$ cat config.mk
export PLATFORM = sky130hd
export DESIGN_NAME = utf8_to_ucs2_decoder_unit_flat
export DESIGN_NICKNAME = d
export VERILOG_FILES = /design/src/hdl/utd_pkg.sv /design/src/hdl/utd_in_if.sv /design/src/hdl/utd_out_if.sv /design/src/hdl/utd_decode.sv /design/src/hdl/utf8_to_ucs2_decoder_unit.sv /design/src/flat_wrapper.sv
export SDC_FILE = /design/constraint.sdc
export NUM_CORES = 1
export LEC_CHECK = 0
export ABC_CLOCK_PERIOD_IN_PS = 5000
export BUFFER_PORTS_ARGS = -buffer_cell sky130_fd_sc_hd__buf_4
export CAP_MARGIN = 10
export CORE_UTILIZATION = 57
export CTS_CLUSTER_SIZE = 20
export DETAILED_ROUTE_END_ITERATION = 10
export GPL_ROUTABILITY_DRIVEN = 0
export PLACE_DENSITY = 0.81
export SYNTH_ARGS = -nofsm -noshare
export SYNTH_HDL_FRONTEND = slang
export SYNTH_SLANG_ARGS = --single-unit
$ cat constraint.sdc
create_clock -name clk -period 5 [get_ports clk]
set_clock_uncertainty 0.15 [all_clocks]
set_input_delay 0.25 -clock clk [delete_from_list [all_inputs] [get_ports clk]]
set_output_delay 0.25 -clock clk [all_outputs]
set_load 0.01 [all_outputs]
$ cat src/hdl/utd_pkg.sv
// ----------------------------------------------------------------------------
// utd_pkg
// Shared types and constants for the UTF-8 to UCS-2 decoder.
// ----------------------------------------------------------------------------
package utd_pkg;

  // Leading-bit tags of the byte classes
  localparam logic [3:0] LEAD3_TAG = 4'b1110;  // 1110xxxx
  localparam logic [2:0] LEAD2_TAG = 3'b110;   // 110xxxxx
  localparam logic [1:0] CONT_TAG  = 2'b10;    // 10xxxxxx

  localparam int unsigned PartialWidth = 10;
  localparam int unsigned CodeWidth    = 16;

  typedef enum logic [1:0] {
    ERR_NONE = 2'd0,
    ERR_LEAD = 2'd1,
    ERR_CONT = 2'd2,
    ERR_END  = 2'd3
  } err_kind_t;

  // Decoder state carried between bytes
  typedef struct packed {
    logic [PartialWidth-1:0] partial_bits;
    logic [1:0]              bytes_pending;
  } dec_state_t;

  // One decoded result
  typedef struct packed {
    logic [CodeWidth-1:0] code_point;
    err_kind_t            error_kind;
    logic                 string_done;
  } dec_result_t;

endpackage

$ cat src/hdl/utd_in_if.sv
// ----------------------------------------------------------------------------
// utd_in_if
// Byte channel into the decoder: one raw byte and its end-of-string flag.
// ----------------------------------------------------------------------------
interface utd_in_if;
  logic       valid;
  logic       ready;
  logic [7:0] byte_value;
  logic       end_of_string;

  modport source (output valid, output byte_value, output end_of_string, input ready);
  modport sink   (input valid, input byte_value, input end_of_string, output ready);
endinterface

$ cat src/hdl/utd_out_if.sv
// ----------------------------------------------------------------------------
// utd_out_if
// Result channel out of the decoder: code point, error code, string close.
// ----------------------------------------------------------------------------
interface utd_out_if;
  logic        valid;
  logic        ready;
  logic [15:0] code_point;
  logic [1:0]  error_kind;
  logic        string_done;

  modport source (output valid, output code_point, output error_kind,
                  output string_done, input ready);
  modport sink   (input valid, input code_point, input error_kind,
                  input string_done, output ready);
endinterface

$ cat src/hdl/utd_decode.sv
// ----------------------------------------------------------------------------
// utd_decode
// Combinational decode of one byte against the current sequence state.
// ----------------------------------------------------------------------------
module utd_decode
  import utd_pkg::*;
(
  input  dec_state_t  state,
  input  logic [7:0]  byte_value,
  input  logic        end_of_string,
  output dec_state_t  state_next,
  output logic        emit,
  output dec_result_t result
);

  logic lead3;
  logic lead2;
  logic cont;

  assign lead3 = (byte_value[7:4] == LEAD3_TAG);
  assign lead2 = (byte_value[7:5] == LEAD2_TAG);
  assign cont  = (byte_value[7:6] == CONT_TAG);

  always_comb begin
    state_next         = state;
    emit               = 1'b0;
    result.code_point  = '0;
    result.error_kind  = ERR_NONE;
    result.string_done = end_of_string;

    if (state.bytes_pending == 2'd0) begin
      if (lead3 || lead2) begin
        if (end_of_string) begin
          // lead byte is the last byte: sequence can never complete
          state_next        = '0;
          emit              = 1'b1;
          result.error_kind = ERR_END;
        end else if (lead3) begin
          state_next.partial_bits  = {6'd0, byte_value[3:0]};
          state_next.bytes_pending = 2'd2;
        end else begin
          state_next.partial_bits  = {5'd0, byte_value[4:0]};
          state_next.bytes_pending = 2'd1;
        end
      end else if (!byte_value[7]) begin
        emit              = 1'b1;
        result.code_point = {8'd0, byte_value};
      end else begin
        state_next        = '0;
        emit              = 1'b1;
        result.error_kind = ERR_LEAD;
      end
    end else begin
      if (end_of_string && state.bytes_pending[1]) begin
        // end check outranks the prefix check
        state_next        = '0;
        emit              = 1'b1;
        result.error_kind = ERR_END;
      end else if (!cont) begin
        state_next        = '0;
        emit              = 1'b1;
        result.error_kind = ERR_CONT;
      end else if (state.bytes_pending[1]) begin
        state_next.partial_bits  = {state.partial_bits[3:0], byte_value[5:0]};
        state_next.bytes_pending = 2'd1;
      end else begin
        state_next        = '0;
        emit              = 1'b1;
        result.code_point = {state.partial_bits, byte_value[5:0]};
      end
    end
  end

endmodule

$ cat src/hdl/utf8_to_ucs2_decoder_unit.sv
// ----------------------------------------------------------------------------
// utf8_to_ucs2_decoder_unit
// Streaming UTF-8 decoder for 1-, 2- and 3-byte forms, 16-bit results.
// ----------------------------------------------------------------------------
// The unit takes one byte per transaction and sustains one byte per clock
// while the result side is not stalled. Each byte passes an input register,
// then a single pass of decode logic into the result register, which loads
// only when it is free or being drained. A lead byte that opens a sequence
// and the middle byte of a 3-byte form give no result unless flagged as the
// end of the string; every other byte gives exactly one. Errors (bad
// lead byte, missing continuation prefix, string ending inside a sequence)
// give one result with a zero code point, drop the partial character and the
// offending byte, and decoding picks up again at the next byte. A byte
// flagged as the end of the string always gives a result with string_done
// set and clears the sequence state. Overlong forms are decoded as they
// stand. While the result register waits on the downstream side, one more
// byte is still taken into the input register; ready drops only once both
// registers are occupied.
// ----------------------------------------------------------------------------
module utf8_to_ucs2_decoder_unit
  import utd_pkg::*;
(
  input  logic       clk,
  input  logic       rst,
  utd_in_if.sink     byte_in,
  utd_out_if.source  char_out
);

  // Input register
  logic        hold_valid;
  logic [7:0]  hold_byte;
  logic        hold_eos;

  // Sequence state
  dec_state_t  state;
  dec_state_t  state_next;

  // Result register
  logic        res_valid;
  dec_result_t res;

  logic        dec_emit;
  dec_result_t dec_result;
  logic        advance;

  // Move the held byte through decode when the result slot is free or
  // being drained this cycle.
  assign advance       = hold_valid && (!res_valid || char_out.ready);
  assign byte_in.ready = !hold_valid || advance;

  utd_decode u_decode (
    .state         (state),
    .byte_value    (hold_byte),
    .end_of_string (hold_eos),
    .state_next    (state_next),
    .emit          (dec_emit),
    .result        (dec_result)
  );

  // Capture incoming bytes
  always_ff @(posedge clk) begin
    if (rst) begin
      hold_valid <= 1'b0;
    end else if (byte_in.ready) begin
      hold_valid <= byte_in.valid;
    end
  end

  always_ff @(posedge clk) begin
    if (byte_in.valid && byte_in.ready) begin
      hold_byte <= byte_in.byte_value;
      hold_eos  <= byte_in.end_of_string;
    end
  end

  // Update sequence state once per decoded byte
  always_ff @(posedge clk) begin
    if (rst) begin
      state <= '0;
    end else if (advance) begin
      state <= state_next;
    end
  end

  // Result register: load on a decode that emits, drop on a taken result
  always_ff @(posedge clk) begin
    if (rst) begin
      res_valid <= 1'b0;
    end else if (advance) begin
      res_valid <= dec_emit;
    end else if (char_out.ready) begin
      res_valid <= 1'b0;
    end
  end

  always_ff @(posedge clk) begin
    if (advance && dec_emit) begin
      res <= dec_result;
    end
  end

  assign char_out.valid       = res_valid;
  assign char_out.code_point  = res.code_point;
  assign char_out.error_kind  = res.error_kind;
  assign char_out.string_done = res.string_done;

`ifndef SYNTHESIS
  // Back-pressure only arises from a stalled result
  a_ready_low_only_on_stall: assert property (@(posedge clk) disable iff (rst)
    !byte_in.ready |-> (char_out.valid && !char_out.ready))
    else $error("input stalled without a stalled result");

  // The end of a string always leaves the sequence state cleared
  a_eos_clears_state: assert property (@(posedge clk) disable iff (rst)
    (advance && hold_eos) |=> (state.bytes_pending == 2'd0))
    else $error("sequence state open after end of string");

  // An error result carries a zero code point
  a_error_zero_code: assert property (@(posedge clk) disable iff (rst)
    (char_out.valid && (char_out.error_kind != ERR_NONE)) |-> (char_out.code_point == '0))
    else $error("error result with nonzero code point");

  // A decode that emits always fills the result slot
  a_emit_loads_result: assert property (@(posedge clk) disable iff (rst)
    (advance && dec_emit) |=> char_out.valid)
    else $error("emitted result lost");
`endif

endmodule

$ cat src/flat_wrapper.sv
// flat-port wrapper written by rule: the top's interface ports become plain ports
module utf8_to_ucs2_decoder_unit_flat import utd_pkg::*;
  (clk, rst, byte_in_valid, byte_in_byte_value, byte_in_end_of_string, byte_in_ready, char_out_valid, char_out_code_point, char_out_error_kind, char_out_string_done, char_out_ready);
  utd_in_if byte_in_i ();
  utd_out_if char_out_i ();
  input  logic clk;
  input  logic rst;
  input wire logic [$bits(byte_in_i.valid)-1:0] byte_in_valid;
  input wire logic [$bits(byte_in_i.byte_value)-1:0] byte_in_byte_value;
  input wire logic [$bits(byte_in_i.end_of_string)-1:0] byte_in_end_of_string;
  output wire logic [$bits(byte_in_i.ready)-1:0] byte_in_ready;
  output wire logic [$bits(char_out_i.valid)-1:0] char_out_valid;
  output wire logic [$bits(char_out_i.code_point)-1:0] char_out_code_point;
  output wire logic [$bits(char_out_i.error_kind)-1:0] char_out_error_kind;
  output wire logic [$bits(char_out_i.string_done)-1:0] char_out_string_done;
  input wire logic [$bits(char_out_i.ready)-1:0] char_out_ready;
  assign byte_in_i.valid = byte_in_valid;
  assign byte_in_i.byte_value = byte_in_byte_value;
  assign byte_in_i.end_of_string = byte_in_end_of_string;
  assign byte_in_ready = byte_in_i.ready;
  assign char_out_valid = char_out_i.valid;
  assign char_out_code_point = char_out_i.code_point;
  assign char_out_error_kind = char_out_i.error_kind;
  assign char_out_string_done = char_out_i.string_done;
  assign char_out_i.ready = char_out_ready;
  utf8_to_ucs2_decoder_unit u_core (.clk(clk), .rst(rst), .byte_in(byte_in_i), .char_out(char_out_i));
endmodule
## Yosys cells after proc, flatten, opt, wreduce, memory -nomap -nowiden

Index checks and enable logic that the tools add are counted.

- Equal/unequal tests: 4
- Multiplexer cells: 27
- Reduce and logical (&&, ||, !) cells: 12

Operator list:

| operator | number |
|---|---|
| $mux 12 | 6 |
| $mux 16 | 4 |
| $mux 7 | 3 |
| $mux 18 | 1 |
| $mux 1 | 9 |
| $mux 2 | 4 |
| $eq 4x4->1 const B | 1 |
| $logic_and 1x1->1 | 4 |
| $eq 3x3->1 const B | 1 |
| $logic_or 1x1->1 | 3 |
| $ne 3x1->1 const B | 1 |
| $eq 2x2->1 const B | 1 |
| $logic_not 1->1 | 2 |
| $logic_not 2->1 | 1 |
| $reduce_and 2->1 | 1 |
| $reduce_bool 2->1 | 1 |

- Register bits after elaboration: 42
- Bits of input ports: 13
- Output and inout port bits: 21
- Word-level logic and storage cells: 52

## Depth between registers and ports, before layout

Gate-level depths: netlist of run 1.

- Depth in word-level cells: 5
- Mapped depth: 5
- Depth with buffers taken out: 4

## Cells and area by module

Synthesis of run 1 repeated with hierarchy kept, for this count alone.

- Cells, all modules: 148
- Area, all modules: 1880.6 um2

By module, submodules not included:

| module | instances | cells each | area each (um2) | seq. area each (um2) |
|---|---|---|---|---|
| utf8_to_ucs2_decoder_unit | 1 | 91 | 1481.4 | 1121.1 |
| utd_decode | 1 | 57 | 399.1 | 0.0 |

## Worst setup path before layout of run 1

No wires, ideal clock.

- Path kind: flip-flop to flip-flop
- Start: register u_core.hold_byte[7]
- End: register u_core.res (netlist bit u_core.char_out.code_point[0]), enable pin
- Setup time: 423 ps
- Arrival time: 2273 ps
- Required time: 4427 ps
- Setup slack: 2154 ps
- Stages on the path, launching flop included: 5
- Path buffers: 1
- Period minus slack after synthesis: 2846 ps
- Path through: edfxtp_1 -> clkbuf_1 -> nor2b_1 -> nand3_1 -> nor3b_1

- Word-level cells in the longest chain between the ends: 5
- Elaborated cells between the ends (all ways): 9
- Those cells by class: eq/ne (3); mux (4); reduce/logical (2)

Ends and longest elaborated chain:

| what | line | RTL |
|---|---|---|
| from (decl) | utf8_to_ucs2_decoder_unit.sv:31 | `logic [7:0] hold_byte;` |
| from (signal assigned) | utf8_to_ucs2_decoder_unit.sv:71 | `hold_byte <= byte_in.byte_value;` |
| $eq 2x2->1 (tied with other cells) | utd_decode.sv:22 | `assign cont = (byte_value[7:6] == CONT_TAG);` |
| $mux 1 or $logic_or 1x1->1 (tied branches) | utd_decode.sv:59, utd_decode.sv:32 |  |
| $mux 1 (on tied branches) | utd_decode.sv:54, utd_decode.sv:32 |  |
| $mux 1 * | utd_decode.sv:31 | `if (state.bytes_pending == 2'd0) begin` |
| $logic_and 1x1->1 * | utf8_to_ucs2_decoder_unit.sv:97 | `if (advance && dec_emit) begin` |
| to (signal assigned) | utf8_to_ucs2_decoder_unit.sv:98 | `res <= dec_result;` |
| to (decl) | utf8_to_ucs2_decoder_unit.sv:40 | `dec_result_t res;` |

Every way passes the cells marked *; elsewhere a longest branch is shown, timed or not.
A chain may end at the register's enable or synchronous reset.

## Worst setup path after layout of run 1

- Start: register u_core.hold_byte[7]
- End: register u_core.res (netlist bit u_core.char_out.code_point[6]), enable pin

The elaborated chain is that of the path after synthesis.

==> out/qor.txt, run 1 <==
RUN STATUS
---------------------------------------------------------------------------------
Outcome                                                              finished, final reports clean

WORST SETUP PATH
---------------------------------------------------------------------------------
Maximum single-stage delay on the critical path                           0.55 ns
Crit Path Category                                                     reg -> reg
Kind of cell adding the most delay to the critical path              simple AND/OR/NAND/NOR gates
Type of element capturing the critical path                              register
Ordered cell list for the critical path                              nand2b_1, nor2_1, nor3b_2, buf_4
Critical path data required time                                          4.93 ns
Critical path launch point type                                          register
Number of buffer and inverter instances along the worst setup path              1
Worst path arrival time                                                   1.77 ns
Highest fanout seen on the critical path                                       19
Slowest-stage cell, CP                                               sky130_fd_sc_hd__edfxtp_1

SYNTHESIS
---------------------------------------------------------------------------------
Combined area of all synthesized cells                                  1672 um^2
Post-synthesis register bit count                                              42
Post-Synthesis Mean Instance Area                                      13.16 um^2
Mapped Nets                                                                   140
Top FF cell, synth                                                   sky130_fd_sc_hd__edfxtp_1
Count of flip-flops with a built-in enable after synthesis                     28
Sequential area share after synthesis                                      67.07%
Count of different cell masters after synthesis                                31
Syn Inst Count                                                                127
Async SR Flop Fraction                                                         0%
Count of synthesis-stage warnings from yosys                                    0

DETAILED ROUTING
---------------------------------------------------------------------------------
Total vias in the final route                                               1,125
DR iter-0 viols                                                                28
DRC viols                                                                       0
Mean routed wirelength per cell                                          14.46 um
Number of iterations in the first detailed-routing pass                         4
Antenna-violating nets left                                                     0
Routed wire length on met2                                                1519 um
DRT met1 WL                                                               1252 um
Final wirelength                                                          2978 um
Met3 wire length                                                           177 um
Top layer reached by signal wires                                            met4
Avg Vias per Cell                                                           5.461

GLOBAL ROUTING
---------------------------------------------------------------------------------
Number of global-route vias before repair                                   1,069
Antenna violations before repair                                                0
Maximum number of pins on one net before global-route repair                   20
Total gr overflow                                                               0
GRT Util Overall                                                           21.22%
Wire length of the first global-routing pass                              4947 um

CTS
---------------------------------------------------------------------------------
CTS H-Tree Depth                                                                2
Cts repair resizes                                                              0
TritonCTS clock tree                                                          yes
Later-pin clock latency in the skew report                                0.34 ns
TritonCTS Sinks                                                                42
Clock-pin slew on the worst setup and hold paths                          0.10 ns
Deepest clock path buffer count                                                 2
Clock root cell                                                      sky130_fd_sc_hd__clkbuf_4
TritonCTS buffer count                                                          5
Post-CTS setup buffer count                                                     0
Number of hold buffers added after CTS                                         10

STA
---------------------------------------------------------------------------------
Final worst-path cycle share                                               36.80%
Period minus WS final                                                    1.840 ns
Setup repair after global routing missed its margin                         false
Number of pins exceeding their max-slew limit in the final report               0
Slew headroom                                                              52.85%
Peak Freq                                                               543.5 MHz
Total negative slack for setup checks                                        0 ns
Final setup violation count                                                     0
Measured slew at the worst slew-check pin                               0.6962 ns
Final Hold Vio Count                                                            0

FINAL LAYOUT
---------------------------------------------------------------------------------
Final Instance Area                                                     2115 um^2
Count of filler cells inserted in the layout                                  186
Area growth, synth to finish                                               26.50%
Register area                                                           1121 um^2
Count of non-filler cells in the finished layout                              206
Number of antenna diodes                                                        0
Area of the multi-input gates                                          524.3 um^2
Final-stage net count                                                         187
Ratio of cells with drive above 1 in the final layout                      28.57%

PWR
---------------------------------------------------------------------------------
Leakage Power                                                           0.8026 nW
Total Power                                                             0.6488 mW
P per Cell Area                                                      306.8 nW/um^2
Worst-case vdd ir drop                                                   242.7 uV

DIE
---------------------------------------------------------------------------------
DIE AREA                                                                3153 um^2
Die X-Extent                                                             56.16 um
FP Rows                                                                        19
Initial Utilization                                                        60.62%
Boundary Pins                                                                  34
DIE HEIGHT                                                               56.16 um
Std-Cell Core Area                                                      2758 um^2

PLACEMENT
---------------------------------------------------------------------------------
Area post-placement                                                     1939 um^2
Placed Instances                                                              188
DPL Wire Length                                                           2161 um
Count of port buffers added during placement                                   33

FLOW RUN
---------------------------------------------------------------------------------
Max_cap viols                                                                   0

HOLD PATH
---------------------------------------------------------------------------------
Hold crit path type                                                     in -> reg

cell usage after synthesis, types with 2 or more instances:
cell	number	area share [%]
sky130_fd_sc_hd__edfxtp_1	28	50
sky130_fd_sc_hd__and2_1	16	6.0
sky130_fd_sc_hd__dfxtp_1	14	17
sky130_fd_sc_hd__a21oi_1	11	3.3
sky130_fd_sc_hd__nand2_1	8	1.8
sky130_fd_sc_hd__nand3_1	7	2.1
sky130_fd_sc_hd__nor2_1	7	1.6
sky130_fd_sc_hd__a22o_1	6	3.1
sky130_fd_sc_hd__nor2b_1	4	1.5
sky130_fd_sc_hd__nand2b_2	3	1.6
sky130_fd_sc_hd__buf_6	2	1.3
sky130_fd_sc_hd__nand2b_1	2	0.75
area by class of cell:
class                   count  area share [%]
clock buffers               6           1.953
clock inverters             2           1.598
multi-input cells          81           24.79
flip-flops and latches     42           53.02
well taps                  31           1.834
repair buffers             44           16.80
per-stage QoR:
step                util [%]  worst slack, ns  hold slack [ns]
floorplan                  -            2.154           0.1989
global placement       70.33            3.257           0.2783
detailed placement     70.33            3.193           0.2795
CTS                    76.68            3.174          0.02695
global route           76.68            3.051          0.02167
finish                 76.68            3.160          0.04199
sequential cells by signal, summed over array words and instances, names as in the netlist:
name,flops
u_core.hold_byte,8
u_core.char_out.string_done,1
u_core.hold_valid,1
u_core.char_out.valid,1
u_core.state,12
u_core.char_out.error_kind,2
u_core.char_out.code_point,16
u_core.hold_eos,1
layer usage:
metal | global-route usage [%] | vias up
met5 | 0 | -
met2 | 35.54 | 51
met3 | 5.116 | 6
li1 | - | 556
met1 | 26.27 | 512
met4 | 9.059 | 0
worst paths after layout:
kind                            start                             to  slack, ns  depth (start not counted)
setup / recovery  u_core.hold_byte[7]  u_core.char_out.code_point[6]       3.16                          4
hold / removal                    rst                u_core.state[8]       0.04                          2
setup reg to reg  u_core.hold_byte[7]  u_core.char_out.code_point[6]       3.16                          4
hold reg to reg      u_core.state[11]               u_core.state[11]       0.31                          2
worst reg2reg max path: stages (launching register included):
cell and delay, ns:
sky130_fd_sc_hd__edfxtp_1 0.55, sky130_fd_sc_hd__nand2b_1 0.19, sky130_fd_sc_hd__nor2_1 0.39, sky130_fd_sc_hd__nor3b_2 0.08, sky130_fd_sc_hd__buf_4 0.22
cell usage in the layout, fill, tap and decap left out, drive strengths merged, types with 5 or more instances in the layout:
cell type    synthesis  final
nor2                 9      9
edfxtp              28     28
dfxtp               14     14
nand2                9      9
nand2b               5      5
clkbuf               1      6
nand3                7      7
a21oi               11     11
a22o                 6      6
buf                  3     34
and2                16     16
dlygate4sd3          0     10
report_power, final:
group / switching [mW] / internal [mW]
clock: 0.0982 / 0.104
combinational: 0.0251 / 0.0288
sequential: 0.00888 / 0.384
kinds of logic (layout without fill, tap and decap cells):
group,Yosys count,after routing,synth area share [%]
flip-flops,42,42,67.07
AND/OR/NAND/NOR,57,57,19.76
AO/OA/AOI/OAI,24,24,11.30
buffers and inverters,4,52,1.871
(Power assumes the default switching activity.)
==> run 2, diff against run 1 <==
- ABC_AREA: not set -> 1
- ABC_CLOCK_PERIOD_IN_PS: 5000 -> 1600
- CORE_UTILIZATION: 57 -> 49
- PLACE_DENSITY: 0.81 -> 0.74
- clock period: 5 -> 1.6 ns (I/O delays scaled with it)
==> run 2 against run 1 <==
Total power grew to 3.4 times the previous value; non-clock buffer count grew 13; combinational power grew to 5.2 times the previous value; first-iteration DRC count is 93% higher.
==> out/qor.txt, run 2 <==
RUN STATUS
---------------------------------------------------------------------------------
Outcome                                                              finished, final reports clean

WORST SETUP PATH
---------------------------------------------------------------------------------
Most used cell along the critical path                               sky130_fd_sc_hd__inv_2
Type of element capturing the critical path                              register
Slowest-stage cell, CP                                               sky130_fd_sc_hd__edfxtp_1
Number of buffer and inverter instances along the worst setup path              4
Highest fanout seen on the critical path                                       19
Slack of the worst reg-to-reg path                                       0.002 ns
Maximum single-stage delay on the critical path                           0.40 ns
Crit Path Category                                                     reg -> reg
Kind of cell adding the most delay to the critical path              buffers and inverters
Ordered cell list for the critical path                              inv_2, nand2_4, nor3_4, inv_2, nand3_4, clkinvlp_4, buf_12
Crit Reg-Reg Startpoint                                              u_core.hold_byte[6]
Critical path launch point type                                          register
Worst path arrival time                                                   1.51 ns
Crit Reg-Reg Endpoint                                                u_core.char_out.error_kind[0]
Critical path data required time                                          1.51 ns
Cell depth of the worst flop-to-flop path                                       7

CTS
---------------------------------------------------------------------------------
TritonCTS Sinks                                                                42
Deepest clock path buffer count                                                 2
Clock-pin slew on the worst setup and hold paths                          0.08 ns
TritonCTS clock tree                                                          yes
CTS H-Tree Depth                                                                2
Later-pin clock latency in the skew report                                0.30 ns
Clock root cell                                                      sky130_fd_sc_hd__clkbuf_8
TritonCTS buffer count                                                          5

FINAL LAYOUT
---------------------------------------------------------------------------------
Number of antenna diodes                                                        0
Final-stage net count                                                         247
Count of non-filler cells in the finished layout                              281
Commonest cells after routing, fill and taps aside                   sky130_fd_sc_hd__buf_4, sky130_fd_sc_hd__edfxtp_1, sky130_fd_sc_hd__nand2_1
Final Instance Area                                                     2420 um^2
Area growth, synth to finish                                               33.10%
Ratio of cells with drive above 1 in the final layout                      34.04%
Most common library cell in the layout ignoring fill and taps        sky130_fd_sc_hd__buf_4
Final standard cell utilization of the core                                70.30%
Number of flip-flops in the largest register                                   16

SYNTHESIS
---------------------------------------------------------------------------------
Area share of the largest cell type after synthesis                        46.25%
Sequential area share after synthesis                                      61.67%
Leading post-synthesis cells by cell area                            sky130_fd_sc_hd__edfxtp_1, sky130_fd_sc_hd__dfxtp_1, sky130_fd_sc_hd__nand2_1
Count of different cell masters after synthesis                                26
Post-Synthesis Mean Instance Area                                      10.33 um^2
Most repeated cell in the gate-level netlist after synthesis         sky130_fd_sc_hd__edfxtp_1
Top cells by instance count after synthesis                          sky130_fd_sc_hd__edfxtp_1, sky130_fd_sc_hd__nand2_1, sky130_fd_sc_hd__inv_1
Count of flip-flops with a built-in enable after synthesis                     28
Top FF cell, synth                                                   sky130_fd_sc_hd__edfxtp_1
Async SR Flop Fraction                                                         0%
Combined area of all synthesized cells                                  1818 um^2
Post-synthesis cell type with the largest combined area              sky130_fd_sc_hd__edfxtp_1
Mapped Nets                                                                   189
Syn Inst Count                                                                176
Post-synthesis register bit count                                              42
Count of synthesis-stage warnings from yosys                                    0

DIE
---------------------------------------------------------------------------------
Std-Cell Core Area                                                      3442 um^2
DIE AREA                                                                3958 um^2
Boundary Pins                                                                  34
Initial Utilization                                                        52.82%
FP Rows                                                                        21
DIE HEIGHT                                                               62.91 um
Die X-Extent                                                             62.91 um

PWR
---------------------------------------------------------------------------------
Leakage Power                                                           0.9779 nW
Worst-case vdd ir drop                                                   559.5 uV
Total Power                                                              2.228 mW
P per Cell Area                                                      920.7 nW/um^2

STA
---------------------------------------------------------------------------------
Total negative slack for setup checks                                        0 ns
Setup repair after global routing missed its margin                          true
Final Hold Vio Count                                                            0
Peak Freq                                                               625.8 MHz
Measured slew at the worst slew-check pin                               0.3334 ns
Slew headroom                                                              77.75%
Final worst-path cycle share                                               99.88%
Worst-case hold slack                                                   0.3165 ns
Number of pins exceeding their max-slew limit in the final report               0
Final setup violation count                                                     0
Period minus WS final                                                    1.598 ns
Crit path setup slack, layout                                         0.001936 ns

GLOBAL ROUTING
---------------------------------------------------------------------------------
GRT Util Overall                                                           20.46%
Maximum number of pins on one net before global-route repair                   20
Total gr overflow                                                               0
Met3 demand-to-capacity share in global routing                            5.657%
Number of global-route vias before repair                                   1,343
Wire length of the first global-routing pass                              6058 um
Fraction of met1 tracks used by global routing                             23.01%
Top Usage Layer GRT                                                          met2
Antenna violations before repair                                                0
Met2 routing resource usage after global routing                           36.42%

DETAILED ROUTING
---------------------------------------------------------------------------------
Avg Vias per Cell                                                           4.968
DRC viols                                                                       0
Antenna-violating nets left                                                     0
Total vias in the final route                                               1,396
Mean routed wirelength per cell                                          13.30 um
Final wirelength                                                          3737 um
Number of iterations in the first detailed-routing pass                         4
DR iter-0 viols                                                                54

PLACEMENT
---------------------------------------------------------------------------------
Area post-placement                                                     2167 um^2
Worst slack after detailed placement                                  0.001169 ns
Count of port buffers added during placement                                   33
Placed Instances                                                              259
DPL Wire Length                                                           2523 um

HOLD PATH
---------------------------------------------------------------------------------
Depth of the worst hold-timing path                                             2
Hold crit path type                                                    reg -> reg
Endpoint of the worst hold-timing path                               u_core.state[7]
Worst min-delay path startpoint                                      u_core.state[7]

FLOW RUN
---------------------------------------------------------------------------------
Max_cap viols                                                                   0

==> run 2: changes by cell type after synthesis, moves of 6 or more <==
cell                      previous run  this run
sky130_fd_sc_hd__and2_1             16         0
sky130_fd_sc_hd__inv_1               0        23
sky130_fd_sc_hd__nor2_1              7        21
sky130_fd_sc_hd__nand2_1             8        25
sky130_fd_sc_hd__nand3_1             7        14
sky130_fd_sc_hd__a22o_1              6         0
==> run 2: repair_timing <==
item                       CTS  global route
cloned                       0             0
setup buffers                1             1
hold buffers                12             0
hold endpoints to repair    21             0
resized for setup            0             7
setup endpoints to repair   19            19
pin swaps                    0             1
==> run 2: kinds of logic after synthesis <==
kind of cell	after synthesis	share of synthesized area [%]
AOI/OAI and AO/OA	21	7.708
and+or+nand+nor	77	21.40
buffers and inverters	36	9.222
DFF	42	61.67
==> run 2: worst max path at each step <==
stage	from	depth (start not counted)	endpoint	slack [ns]
2_1_floorplan	u_core.hold_eos	5	u_core.char_out.code_point[0]	-0.09
3_3_place_gp	u_core.hold_byte[6]	7	u_core.char_out.string_done	0.08
3_5_place_dp	u_core.hold_byte[6]	7	u_core.char_out.code_point[8]	0.001
4_1_cts	u_core.state[1]	6	u_core.char_out.code_point[5]	0.04
5_1_grt	u_core.hold_byte[6]	7	u_core.char_out.code_point[0]	-0.06
6_report	u_core.hold_byte[6]	7	u_core.char_out.error_kind[0]	0.002
==> run 2: layer usage <==
metal | up-vias | share of wire (%)
met5 | - | 0
li1 | 690 | -
met3 | 7 | 4.4
met1 | 647 | 41
met2 | 52 | 52
met4 | 0 | 2.0
==> run 2: worst min-delay path, delay by kind of cell (launching register included) <==
family / cells / cell delay [ns]
DFF: 1 / 0.32
and+or+nand+nor: 1 / 0.06
AOI/OAI and AO/OA: 1 / 0.05
==> run 2: layout make-up <==
cell class	instances	area, um^2
multi-input cells	98	551.8
fillers	237	1022
repair buffers	57	474.2
flip-flops and latches	42	1122
well taps	46	57.56
clock buffers	6	82.58
clock inverters	2	12.51
inverters	30	118.9
==> run 2: power breakdown <==
| part | switching [mW] | internal (mW) | leakage [nW] | total, mW |
|---|---|---|---|---|
| sequential | 0.0283 | 1.21 | 0.385 | 1.24 |
| combinational | 0.152 | 0.127 | 0.546 | 0.279 |
| clock | 0.367 | 0.347 | 0.0472 | 0.713 |
